[src/source_text_tokenizer_macros.svh]
// assertion helpers
`ifndef SOURCE_TEXT_TOKENIZER_MACROS_SVH
`define SOURCE_TEXT_TOKENIZER_MACROS_SVH
`define STT_ASSERT_IMPL(lbl, clk, rst_n, a, c) \
	lbl: assert property (@(posedge clk) disable iff (!rst_n) (a) |-> (c)) \
	else $error("assertion failed");
`define STT_ASSERT_NEXT(lbl, clk, rst_n, a, c) \
	lbl: assert property (@(posedge clk) disable iff (!rst_n) (a) |=> (c)) \
	else $error("assertion failed");
`endif

[src/stt_pkg.sv]
`timescale 1ns / 1ps
`default_nettype none
package stt_pkg;
	localparam int MaxTokenLenDefault  = 150;
	localparam int MaxSourceLenDefault = 65536;

	typedef enum logic [6:0] {
		M_IDLE   = 7'b0000001,
		M_ZERO   = 7'b0000010,
		M_INT    = 7'b0000100,
		M_FRAC   = 7'b0001000,
		M_EXP    = 7'b0010000,
		M_IDENT  = 7'b0100000,
		M_OPWAIT = 7'b1000000
	} mode_t;

	localparam logic [2:0] K_NUMBER = 3'd0;
	localparam logic [2:0] K_BOOL   = 3'd1;
	localparam logic [2:0] K_KEYWORD= 3'd2;
	localparam logic [2:0] K_IDENT  = 3'd3;
	localparam logic [2:0] K_OP     = 3'd4;
	localparam logic [2:0] K_SEP    = 3'd5;
	localparam logic [2:0] K_ERROR  = 3'd6;

	localparam logic [4:0] E_BAD_CHAR = 5'd0;
	localparam logic [4:0] E_BANG     = 5'd1;
	localparam logic [4:0] E_COLON    = 5'd2;
	localparam logic [4:0] E_TOO_LONG = 5'd3;

	localparam logic [1:0] B_BIN = 2'd0;
	localparam logic [1:0] B_OCT = 2'd1;
	localparam logic [1:0] B_DEC = 2'd2;
	localparam logic [1:0] B_HEX = 2'd3;

	typedef struct packed {
		logic [2:0]  token_kind;
		logic [4:0]  sub_code;
		logic [1:0]  number_base;
		logic        has_fraction;
		logic        has_exponent;
		logic [15:0] start_offset;
		logic [7:0]  token_length;
		logic        last_of_run;
	} token_t;

	typedef struct packed {
		logic [7:0] char_code;
		logic       end_of_source;
	} src_byte_t;
endpackage
`default_nettype wire

[src/stt_if.sv]
`timescale 1ns / 1ps
`default_nettype none
interface stt_in_if;
	logic             valid;
	logic             ready;
	stt_pkg::src_byte_t data;
	modport source (output valid, output data, input ready);
	modport sink   (input valid, input data, output ready);
endinterface

interface stt_out_if;
	logic             valid;
	logic             ready;
	stt_pkg::token_t  data;
	modport source (output valid, output data, input ready);
	modport sink   (input valid, input data, output ready);
endinterface
`default_nettype wire

[src/source_text_tokenizer.sv]
`timescale 1ns / 1ps
// source_text_tokenizer: streaming lexer. one source byte is taken per cycle on
// in, and each byte yields zero, one or two token items on out (kind, sub-code,
// number attributes, start offset, length). the scanner is a single registered
// state transition per byte, so the sustained rate is one byte per cycle; a byte
// that closes one token and completes another gives two items, which go out in
// turn through a two-entry output queue, and in is held off only while that
// queue cannot take a further byte's worth of items. after an error all bytes up
// to the one marked end_of_source are dropped; end_of_source flushes any pending
// token and returns the block to its reset state.
`default_nettype none
`include "source_text_tokenizer_macros.svh"
module source_text_tokenizer #(
	parameter int MAX_TOKEN_LEN  = stt_pkg::MaxTokenLenDefault,
	parameter int MAX_SOURCE_LEN = stt_pkg::MaxSourceLenDefault
) (
	input  wire logic  clk,
	input  wire logic  arst_n,
	stt_in_if.sink     in,
	stt_out_if.source  out
);
	import stt_pkg::*;

	localparam int OffW = $clog2(MAX_SOURCE_LEN);

	// scanner state
	mode_t           mode_q;
	logic [1:0]      base_q;
	logic [OffW-1:0] tstart_q;
	logic [7:0]      tcount_q;
	logic [39:0]     window_q;
	logic [7:0]      pend_q;
	logic [OffW-1:0] offset_q;
	logic            skip_q;
	logic            frac_q, exp_q;

	// output queue, two entries
	token_t     qd_q [2];
	logic [1:0] qn_q;
	logic       qh_q;

	// next-state values
	mode_t           mode_d;
	logic [1:0]      base_d;
	logic [OffW-1:0] tstart_d;
	logic [7:0]      tcount_d;
	logic [39:0]     window_d;
	logic [7:0]      pend_d;
	logic            frac_d, exp_d, skip_d;
	token_t          r0, r1;
	logic [1:0]      nres;
	logic            failed;

	logic [7:0] c;
	logic       last, acc;
	assign c    = in.data.char_code;
	assign last = in.data.end_of_source;
	assign in.ready = (qn_q == 2'd0) || (qn_q == 2'd1 && out.ready);
	assign acc  = in.valid && in.ready;

	function automatic logic is_space(input logic [7:0] x);
		return x == 8'd32 || (x >= 8'd9 && x <= 8'd13);
	endfunction
	function automatic logic is_dec(input logic [7:0] x);
		return x >= "0" && x <= "9";
	endfunction
	function automatic logic is_alpha(input logic [7:0] x);
		return (x >= "a" && x <= "z") || (x >= "A" && x <= "Z");
	endfunction
	function automatic logic is_bdig(input logic [7:0] x, input logic [1:0] b);
		logic r;
		unique case (b)
			B_BIN: r = x == "0" || x == "1";
			B_OCT: r = x >= "0" && x <= "7";
			B_HEX: r = is_dec(x) || (x >= "a" && x <= "f") || (x >= "A" && x <= "F");
			default: r = is_dec(x);
		endcase
		return r;
	endfunction
	function automatic logic is_expm(input logic [7:0] x, input logic [1:0] b);
		return (b == B_HEX) ? (x == "p" || x == "P") : (x == "e" || x == "E");
	endfunction
	function automatic token_t mk(input logic [2:0] k, input logic [4:0] s,
			input logic [1:0] b, input logic f, input logic e,
			input logic [15:0] st, input logic [7:0] ln);
		token_t t;
		t.token_kind = k; t.sub_code = s; t.number_base = b;
		t.has_fraction = f; t.has_exponent = e;
		t.start_offset = st; t.token_length = ln; t.last_of_run = 1'b0;
		return t;
	endfunction

	// keyword match over the last bytes of the identifier window
	function automatic token_t id_tok(input logic [39:0] w, input logic [7:0] n,
			input logic [15:0] st);
		token_t t;
		t = mk(K_IDENT, 5'd0, 2'd0, 1'b0, 1'b0, st, n);
		if (n == 8'd5 && w == "false")             t.token_kind = K_BOOL;
		else if (n == 8'd4 && w[31:0] == "true") begin
			t.token_kind = K_BOOL; t.sub_code = 5'd1;
		end else if (n == 8'd2 && w[15:0] == "if")  t.token_kind = K_KEYWORD;
		else if (n == 8'd4 && w[31:0] == "else") begin
			t.token_kind = K_KEYWORD; t.sub_code = 5'd1;
		end else if (n == 8'd3 && w[23:0] == "var") begin
			t.token_kind = K_KEYWORD; t.sub_code = 5'd2;
		end else if (n == 8'd3 && w[23:0] == "log") begin
			t.token_kind = K_KEYWORD; t.sub_code = 5'd3;
		end else if (n == 8'd2 && w[15:0] == "fn") begin
			t.token_kind = K_KEYWORD; t.sub_code = 5'd4;
		end
		return t;
	endfunction

	logic [15:0] st16, pos16;
	assign st16  = 16'(tstart_q);
	assign pos16 = 16'(offset_q);

	// grow check: token would reach the length limit
	logic too_long;
	assign too_long = 32'(tcount_q) >= 32'(MAX_TOKEN_LEN - 1);

	token_t num_tok, cur_id;
	assign num_tok = mk(K_NUMBER, 5'd0, base_q, frac_q, exp_q, st16, tcount_q);
	assign cur_id  = id_tok(window_q, tcount_q, st16);

	// helpers for pushing results
	token_t rr [2];
	always_comb begin
		logic       handled;   // byte consumed by the pending token
		logic       start_new; // byte goes through idle handling
		token_t     first;
		logic       has_first;
		token_t     t;
		logic       emit2;
		token_t     flushed;
		logic       has_flush;
		mode_t      m2;

		mode_d = mode_q; base_d = base_q; tstart_d = tstart_q; tcount_d = tcount_q;
		window_d = window_q; pend_d = pend_q; frac_d = frac_q; exp_d = exp_q;
		skip_d = skip_q; failed = 1'b0;
		handled = 1'b0; start_new = 1'b0; has_first = 1'b0; emit2 = 1'b0;
		first = num_tok; t = num_tok; flushed = num_tok; has_flush = 1'b0;
		m2 = M_IDLE;

		if (!skip_q) begin
			// phase 1: pending token takes or rejects the byte
			unique case (mode_q)
				M_ZERO, M_INT, M_FRAC: begin
					if (mode_q == M_ZERO && (c == "b" || c == "B" || c == "o" ||
							c == "O" || c == "x" || c == "X")) begin
						handled = 1'b1;
						if (too_long) begin
							failed = 1'b1;
						end else begin
							tcount_d = tcount_q + 8'd1;
							mode_d = M_INT;
							base_d = (c == "b" || c == "B") ? B_BIN :
								(c == "o" || c == "O") ? B_OCT : B_HEX;
						end
					end else if (is_bdig(c, base_q)) begin
						handled = 1'b1;
						if (too_long) failed = 1'b1;
						else begin
							tcount_d = tcount_q + 8'd1;
							mode_d = (mode_q == M_ZERO) ? M_INT : mode_q;
						end
					end else if (mode_q != M_FRAC && c == ".") begin
						handled = 1'b1;
						if (too_long) failed = 1'b1;
						else begin
							tcount_d = tcount_q + 8'd1; frac_d = 1'b1; mode_d = M_FRAC;
						end
					end else if (is_expm(c, base_q)) begin
						handled = 1'b1;
						if (too_long) failed = 1'b1;
						else begin
							tcount_d = tcount_q + 8'd1; exp_d = 1'b1; mode_d = M_EXP;
						end
					end else begin
						has_first = 1'b1; first = num_tok; start_new = 1'b1;
					end
				end
				M_EXP: begin
					if (is_bdig(c, base_q)) begin
						handled = 1'b1;
						if (too_long) failed = 1'b1;
						else tcount_d = tcount_q + 8'd1;
					end else begin
						has_first = 1'b1; first = num_tok; start_new = 1'b1;
					end
				end
				M_IDENT: begin
					handled = 1'b1;
					if (is_space(c)) begin
						has_first = 1'b1; first = cur_id; mode_d = M_IDLE;
					end else if (too_long) failed = 1'b1;
					else begin
						tcount_d = tcount_q + 8'd1;
						window_d = {window_q[31:0], c};
					end
				end
				M_OPWAIT: begin
					has_first = 1'b1; mode_d = M_IDLE;
					first = mk(K_OP, 5'd0, 2'd0, 1'b0, 1'b0, st16, 8'd2);
					handled = 1'b1;
					priority case (pend_q)
						"~": if (c == "|") first.sub_code = 5'd9;
							else if (c == "&") first.sub_code = 5'd10;
							else begin
								first.sub_code = 5'd8; first.token_length = 8'd1;
								handled = 1'b0; start_new = 1'b1;
							end
						"<": if (c == "<") first.sub_code = 5'd15;
							else if (c == "=") first.sub_code = 5'd17;
							else begin
								first.sub_code = 5'd13; first.token_length = 8'd1;
								handled = 1'b0; start_new = 1'b1;
							end
						">": if (c == ">") first.sub_code = 5'd16;
							else if (c == "=") first.sub_code = 5'd18;
							else begin
								first.sub_code = 5'd14; first.token_length = 8'd1;
								handled = 1'b0; start_new = 1'b1;
							end
						"=": if (c == ">") first.sub_code = 5'd20;
							else begin
								first.sub_code = 5'd19; first.token_length = 8'd1;
								handled = 1'b0; start_new = 1'b1;
							end
						"!": if (c == "|") first.sub_code = 5'd11;
							else if (c == "&") first.sub_code = 5'd12;
							else begin
								first = mk(K_ERROR, E_BANG, 2'd0, 1'b0, 1'b0, st16, 8'd1);
								failed = 1'b1;
							end
						":": if (c == "=") first.sub_code = 5'd21;
							else begin
								first = mk(K_ERROR, E_COLON, 2'd0, 1'b0, 1'b0, st16, 8'd1);
								failed = 1'b1;
							end
						default: begin
							has_first = 1'b0; handled = 1'b0; start_new = 1'b1;
						end
					endcase
				end
				default: start_new = 1'b1;
			endcase
			if (failed && mode_q != M_OPWAIT) begin
				has_first = 1'b1;
				first = mk(K_ERROR, E_TOO_LONG, 2'd0, 1'b0, 1'b0, st16, tcount_q);
			end
			if (!handled && !failed) mode_d = M_IDLE;

			// phase 2: idle handling of the byte
			if (start_new && !failed) begin
				t = mk(K_OP, 5'd0, 2'd0, 1'b0, 1'b0, pos16, 8'd1);
				if (is_space(c)) begin
					mode_d = M_IDLE;
				end else if (is_dec(c) || is_alpha(c)) begin
					mode_d = is_alpha(c) ? M_IDENT : ((c == "0") ? M_ZERO : M_INT);
					tstart_d = offset_q; tcount_d = 8'd1; window_d = {32'd0, c};
					frac_d = 1'b0; exp_d = 1'b0; base_d = B_DEC;
				end else begin
					tstart_d = offset_q; mode_d = M_IDLE; emit2 = 1'b1;
					priority case (c)
						"+": t.sub_code = 5'd0;
						"*": t.sub_code = 5'd1;
						"/": t.sub_code = 5'd2;
						"-": t.sub_code = 5'd3;
						"^": t.sub_code = 5'd4;
						"%": t.sub_code = 5'd5;
						"|": t.sub_code = 5'd6;
						"&": t.sub_code = 5'd7;
						"(": begin t.token_kind = K_SEP; t.sub_code = 5'd22; end
						")": begin t.token_kind = K_SEP; t.sub_code = 5'd23; end
						"~", "!", "<", ">", "=", ":": begin
							emit2 = 1'b0; pend_d = c; mode_d = M_OPWAIT;
						end
						default: begin
							t = mk(K_ERROR, E_BAD_CHAR, 2'd0, 1'b0, 1'b0, pos16, 8'd1);
							failed = 1'b1;
						end
					endcase
				end
			end
			if (failed) begin
				mode_d = M_IDLE; skip_d = 1'b1;
			end

			// phase 3: flush at end of source
			m2 = mode_d;
			if (last && !failed) begin
				unique case (m2)
					M_ZERO, M_INT, M_FRAC, M_EXP: begin
						has_flush = 1'b1;
						flushed = mk(K_NUMBER, 5'd0, base_d, frac_d, exp_d,
							16'(tstart_d), tcount_d);
					end
					M_IDENT: begin
						has_flush = 1'b1;
						flushed = id_tok(window_d, tcount_d, 16'(tstart_d));
					end
					M_OPWAIT: begin
						has_flush = 1'b1;
						flushed = mk(K_OP, 5'd0, 2'd0, 1'b0, 1'b0, 16'(tstart_d), 8'd1);
						priority case (pend_d)
							"~": flushed.sub_code = 5'd8;
							"<": flushed.sub_code = 5'd13;
							">": flushed.sub_code = 5'd14;
							"=": flushed.sub_code = 5'd19;
							"!": begin flushed.token_kind = K_ERROR; flushed.sub_code = E_BANG; end
							default: begin flushed.token_kind = K_ERROR; flushed.sub_code = E_COLON; end
						endcase
					end
					default: has_flush = 1'b0;
				endcase
			end
		end

		// pack up to two results in order
		rr[0] = first; rr[1] = first; nres = 2'd0;
		if (has_first) begin rr[0] = first; nres = 2'd1; end
		if (emit2 || (failed && start_new)) begin
			if (nres == 2'd0) rr[0] = t; else rr[1] = t;
			nres = nres + 2'd1;
		end
		if (has_flush) begin
			if (nres == 2'd0) rr[0] = flushed; else rr[1] = flushed;
			nres = nres + 2'd1;
		end
		if (nres == 2'd1) rr[0].last_of_run = 1'b1;
		if (nres == 2'd2) rr[1].last_of_run = 1'b1;
		r0 = rr[0]; r1 = rr[1];
	end

	always_ff @(posedge clk or negedge arst_n) begin
		if (!arst_n) begin
			mode_q <= M_IDLE; base_q <= B_DEC; tstart_q <= '0; tcount_q <= '0;
			window_q <= '0; pend_q <= '0; offset_q <= '0; skip_q <= 1'b0;
			frac_q <= 1'b0; exp_q <= 1'b0;
		end else if (acc) begin
			if (last) begin
				mode_q <= M_IDLE; base_q <= B_DEC; tstart_q <= '0; tcount_q <= '0;
				window_q <= '0; pend_q <= '0; offset_q <= '0; skip_q <= 1'b0;
				frac_q <= 1'b0; exp_q <= 1'b0;
			end else begin
				mode_q <= mode_d; base_q <= base_d; tstart_q <= tstart_d;
				tcount_q <= tcount_d; window_q <= window_d; pend_q <= pend_d;
				// offsets wrap at the source length
				offset_q <= (offset_q == OffW'(MAX_SOURCE_LEN - 1)) ? '0 :
					offset_q + OffW'(1);
				skip_q <= skip_d;
				frac_q <= frac_d; exp_q <= exp_d;
			end
		end
	end

	// output queue: entry qh_q is the head
	logic pop;
	assign pop = out.valid && out.ready;
	assign out.valid = qn_q != 2'd0;
	assign out.data  = qd_q[qh_q];

	always_ff @(posedge clk or negedge arst_n) begin
		if (!arst_n) begin
			qn_q <= 2'd0; qh_q <= 1'b0;
		end else begin
			qn_q <= qn_q - {1'b0, pop} + (acc ? nres : 2'd0);
			if (pop) qh_q <= ~qh_q;
		end
	end

	always_ff @(posedge clk) begin
		logic tail;
		tail = qh_q ^ pop ^ (qn_q == 2'd1 && !pop);
		if (qn_q == 2'd0 || (qn_q == 2'd1 && pop)) tail = qh_q ^ pop;
		if (acc && nres != 2'd0) begin
			qd_q[tail] <= r0;
			if (nres == 2'd2) qd_q[~tail] <= r1;
		end
	end

	`STT_ASSERT_IMPL(a_q_bound, clk, arst_n, 1'b1, qn_q <= 2'd2)
	`STT_ASSERT_NEXT(a_last_reset, clk, arst_n, acc && last, offset_q == '0 && mode_q == M_IDLE)
	`STT_ASSERT_IMPL(a_skip_quiet, clk, arst_n, acc && skip_q, nres == 2'd0)
endmodule
`default_nettype wire

[src/flat_wrapper.sv]
// flat-port wrapper written by rule: the top's interface ports become plain ports
module source_text_tokenizer_flat import stt_pkg::*;
#(
	parameter int MAX_TOKEN_LEN  = stt_pkg::MaxTokenLenDefault,
	parameter int MAX_SOURCE_LEN = stt_pkg::MaxSourceLenDefault
)
  (clk, arst_n, in_valid, in_data, in_ready, out_valid, out_data, out_ready);
  stt_in_if in_i ();
  stt_out_if out_i ();
  input  wire logic clk;
  input  wire logic arst_n;
  input wire logic [$bits(in_i.valid)-1:0] in_valid;
  input wire logic [$bits(in_i.data)-1:0] in_data;
  output wire logic [$bits(in_i.ready)-1:0] in_ready;
  output wire logic [$bits(out_i.valid)-1:0] out_valid;
  output wire logic [$bits(out_i.data)-1:0] out_data;
  input wire logic [$bits(out_i.ready)-1:0] out_ready;
  assign in_i.valid = in_valid;
  assign in_i.data = in_data;
  assign in_ready = in_i.ready;
  assign out_valid = out_i.valid;
  assign out_data = out_i.data;
  assign out_i.ready = out_ready;
  source_text_tokenizer #(.MAX_TOKEN_LEN(MAX_TOKEN_LEN), .MAX_SOURCE_LEN(MAX_SOURCE_LEN)) u_core (.clk(clk), .arst_n(arst_n), .in(in_i), .out(out_i));
endmodule
[config.mk]
export PLATFORM = sky130hd
export DESIGN_NAME = source_text_tokenizer_flat
export DESIGN_NICKNAME = d
export VERILOG_FILES = /design/src/stt_pkg.sv /design/src/stt_if.sv /design/src/source_text_tokenizer.sv /design/src/flat_wrapper.sv
export VERILOG_INCLUDE_DIRS = /design/src /design/src/src
export SDC_FILE = /design/constraint.sdc
export NUM_CORES = 1
export LEC_CHECK = 0
export ABC_AREA = 1
export BUFFER_PORTS_ARGS = -buffer_cell sky130_fd_sc_hd__buf_4
export CORE_ASPECT_RATIO = 1.5
export CORE_MARGIN = 2
export CORE_UTILIZATION = 64
export DETAILED_ROUTE_END_ITERATION = 10
export PLACE_DENSITY = 0.82
export SYNTH_ARGS = -nofsm -noshare
export SYNTH_HDL_FRONTEND = slang
export SYNTH_SLANG_ARGS = --single-unit
[constraint.sdc]
create_clock -name clk -period 5.4 [get_ports clk]
set_input_delay 1.08 -clock clk [delete_from_list [all_inputs] [get_ports clk]]
set_output_delay 1.08 -clock clk [all_outputs]
set_load 0.005 [all_outputs]
==> flow_summary.rst <==
.. list-table::
   :header-rows: 1

   * - Metric
     - Value
   * - Initial core utilization
     - roughly 65%
   * - Hold path depth
     - 2
   * - Vias post-DR
     - around 14000
   * - Initial detailed-routing violation count
     - roughly 1600
   * - Count of buffers from port buffering
     - between 50 and 60
   * - Final critical delay including setup and external delays
     - 4.754 ns
   * - CP Class
     - primary input to flip-flop
   * - Detailed-router iteration count before antenna repair
     - 8
   * - Number of synthesis warnings
     - 0
   * - Number of vias per cell after detailed routing
     - 6.060
   * - Synthesized area
     - between 10000 and 15000 µm²
   * - Routability congestion estimate from global placement
     - 1.026
   * - Number of buffers on the longest clock path
     - 2
   * - CTS H-tree lvls
     - 4
   * - Width of the chip
     - 122.8 µm
   * - Post-CTS setup buffers
     - 0
   * - Number of nets in the final layout
     - around 2100
   * - Library cell with the largest summed area after synthesis
     - dfrtp_1
   * - Power density over the cells
     - 332.1 nW/µm²
   * - Clock transition at the register clock pins on the worst setup and hold paths after CTS
     - 0.07 ns
   * - Classification of the worst-slack hold path
     - flip-flop to flip-flop
   * - Area inside the core boundary
     - 20900 µm²
   * - Area Growth Syn to Fin
     - 8.511%
   * - Clock network latency to the later pin of the worst-skew pair
     - between 0.4 and 0.5 ns
   * - Critical path peak fanout
     - 31
   * - Leading register cell type out of synthesis
     - dfrtp_1
   * - Number of cells upsized or downsized after cts
     - 0
   * - Required time at the worst-slack endpoint
     - 5.59 ns
   * - Synth unique cells
     - between 50 and 60
   * - Drt total wl
     - 43100 µm
   * - Nature of the critical path startpoint
     - primary input
   * - Overflow after GRT
     - 0
   * - Hold_buf cts
     - 0
   * - Highest clock frequency the design can meet
     - 0.2103 GHz
   * - Total of endpoints with negative setup slack in the final report
     - 0
   * - CTS sink cnt
     - 177
   * - Most common library cell in the layout ignoring fill and taps
     - nand2_1
   * - Post-synthesis net count
     - 2119
   * - Type of element capturing the critical path
     - flip-flop
   * - DRC
     - 0
   * - DRT antenna net count
     - 0
   * - TritonCTS clock tree
     - done
   * - Total track usage
     - slightly below 40%
   * - Leading post-synthesis cells by cell area
     - dfrtp_1 19%, nand2_1 18%, edfxtp_1 16%
   * - Average wire per standard cell
     - ~18 µm
   * - Post-Route Skew
     - about 0.01 ns
   * - Diodes inserted
     - 0
   * - Final period util
     - 88.04%
   * - Number of synthesized flops with an enable pin
     - 74
   * - Launch point of the critical path
     - in_data[8]
   * - Hold path startpoint
     - u_core.window_q[32]
   * - Worst slew slack as a fraction of its limit
     - 27.04%
   * - Yosys top cell area share
     - 18.65%
   * - Y dimension of the die
     - 182.2 µm
   * - Filler cell count
     - 1792
   * - Flops & latches, synth
     - 177
   * - Unrepaired setup endpoints after global routing
     - no
   * - Final count of pins violating max slew
     - 0
   * - Count of max-cap constraint violations
     - 0
   * - Transition time at the pin with the least slew margin
     - 1.094 ns
   * - Non-filler instance count after layout
     - 2381
   * - Reg2reg path depth
     - 17
   * - Antenna violations before repair
     - 0
   * - Async S/R FF share, synth
     - 58.19%
   * - Clock root buffer
     - clkbuf_16
   * - Std cell rows
     - 65
   * - Vias in the first global route
     - 13740
   * - Die Outline Area
     - ~22000 µm²
   * - Top Ports
     - 52
   * - Largest net degree at the start of global routing
     - 78
   * - Number of buffers created by CTS
     - 17
   * - Synth Area per Inst
     - approximately 6.5 µm²
   * - Final Hold Fails
     - 0
   * - Leak
     - between 6 and 7 nW
   * - Post-placement cell count
     - 2349
   * - First-pass GRT wire length
     - 69460 µm
   * - Placed wire-length estimate
     - 32150 µm
   * - Startpoint of the lowest-slack register-to-register path
     - u_core.tcount_q[1]
   * - Fraction of final layout cells with drive strength greater than 1
     - 8.282%
   * - Result of the run
     - finished clean
   * - Total Negative Setup Slacks
     - 0 ns
   * - Synthesized instance count
     - 2095
   * - Most used cells in the layout excluding fill and tap cells
     - 665 x nand2_1, 237 x inv_1, 222 x o21ai_0
   * - Arrival time of the worst setup path
     - 4.95 ns
   * - Sequential area share after synthesis
     - a little over a third
   * - Worst VDD drop
     - 193.4 µV
sequential cells by signal, indices dropped and copies added, names as in the netlist, 7 cells and up:
register and count:
u_core.qd_q 74, u_core.window_q 40, u_core.offset_q 16, u_core.st16 16, u_core.pend_q 8, u_core.tcount_q 8
u_core.mode_q 7
synthesized netlist by cell type (37+ instances only):
cell and instances:
nand3_1 144, o22ai_1 66, edfxtp_1 74, nand4_1 38, clkbuf_1 44, nor2_1 209
nand2_1 666, a21oi_1 37, inv_1 238, dfrtp_1 101, o21ai_0 222
logic make-up after synthesis:
family / Yosys count / synth area share (%)
compound gates: 399 / 16.32
xor+xnor: 10 / 0.7016
fa+ha+maj: 11 / 1.015
buf+inv: 345 / 10.38
flops: 177 / 35.43
mux: 1 / 0.07385
simple gates: 1152 / 36.08
critical path: stages:
cell and delay [ns]:
buf_4 0.11, inv_2 0.07, nand2_1 0.15, nor2_1 0.25, nand2_1 0.13, nand3_1 0.12
nand2_1 0.13, nand3_2 0.11, nand2_2 0.06, nand2_4 0.17, nand2_2 0.19, nor2_2 0.25
inv_1 0.09, nand4_1 0.11, nand2_1 0.15, ha_1 0.37, xor2_2 0.28, inv_1 0.17
o21ai_0 0.55, a21oi_4 0.14, buf_12 0.23
routing by layer:
| layer | vias to the layer above | track usage (%) | share of wire (%) |
|---|---|---|---|
| li1 | 6922 | - | - |
| met1 | 6551 | 45.53 | 36 |
| met2 | 762 | 66.32 | 49 |
| met3 | 193 | 7.375 | 7.1 |
| met4 | 0 | 26.80 | 7.2 |
| met5 | - | 0 | 0 |
stage by stage:
stage | hold slack (ns) | worst slack (ns) | utilization (%) | cell area [µm²] | power [mW]
finish | 0.5288 | 0.6459 | 70.37 | 14710 | 4.885
CTS | 0.5293 | 0.7354 | 70.37 | 14710 | 4.859
global placement | 0.4905 | 0.4862 | 67.54 | 14120 | 3.550
detailed placement | 0.5049 | 0.2859 | 67.54 | 14120 | 3.616
floorplan | 0.4700 | -0.1510 | - | 13550 | 2.936
global route | 0.5762 | 0.3453 | 70.37 | 14710 | 5.170
power by group:
part           switching (mW)  total, mW  internal (mW)
clock                   0.558       1.25          0.689
combinational            1.26       1.88          0.618
sequential              0.137       1.76           1.63
total                    1.95       4.88           2.93
final cells by class:
class	count	area, µm²	share of cell area (%)
timing repair buffer	77	640.6	4.356
tap	268	335.3	2.280
clock buffer	24	525.5	3.573
sequential	177	4802	32.65
inverter	254	955.9	6.499
multi-input combinational	1573	7383	50.20
clock inverter	8	65.06	0.4424
worst paths after layout:
path / end / slack, ns
min in group asynchronous: u_core.pend_q[3] / 0.79
min: u_core.window_q[32] / 0.53
max in group asynchronous: u_core.window_q[38] / 3.57
max: u_core.qd_q[0][17] / 0.65
max reg2reg: u_core.qd_q[0][17] / 0.95
min reg2reg: u_core.window_q[32] / 0.53
No activity file was read; power rests on OpenSTA's default activity.
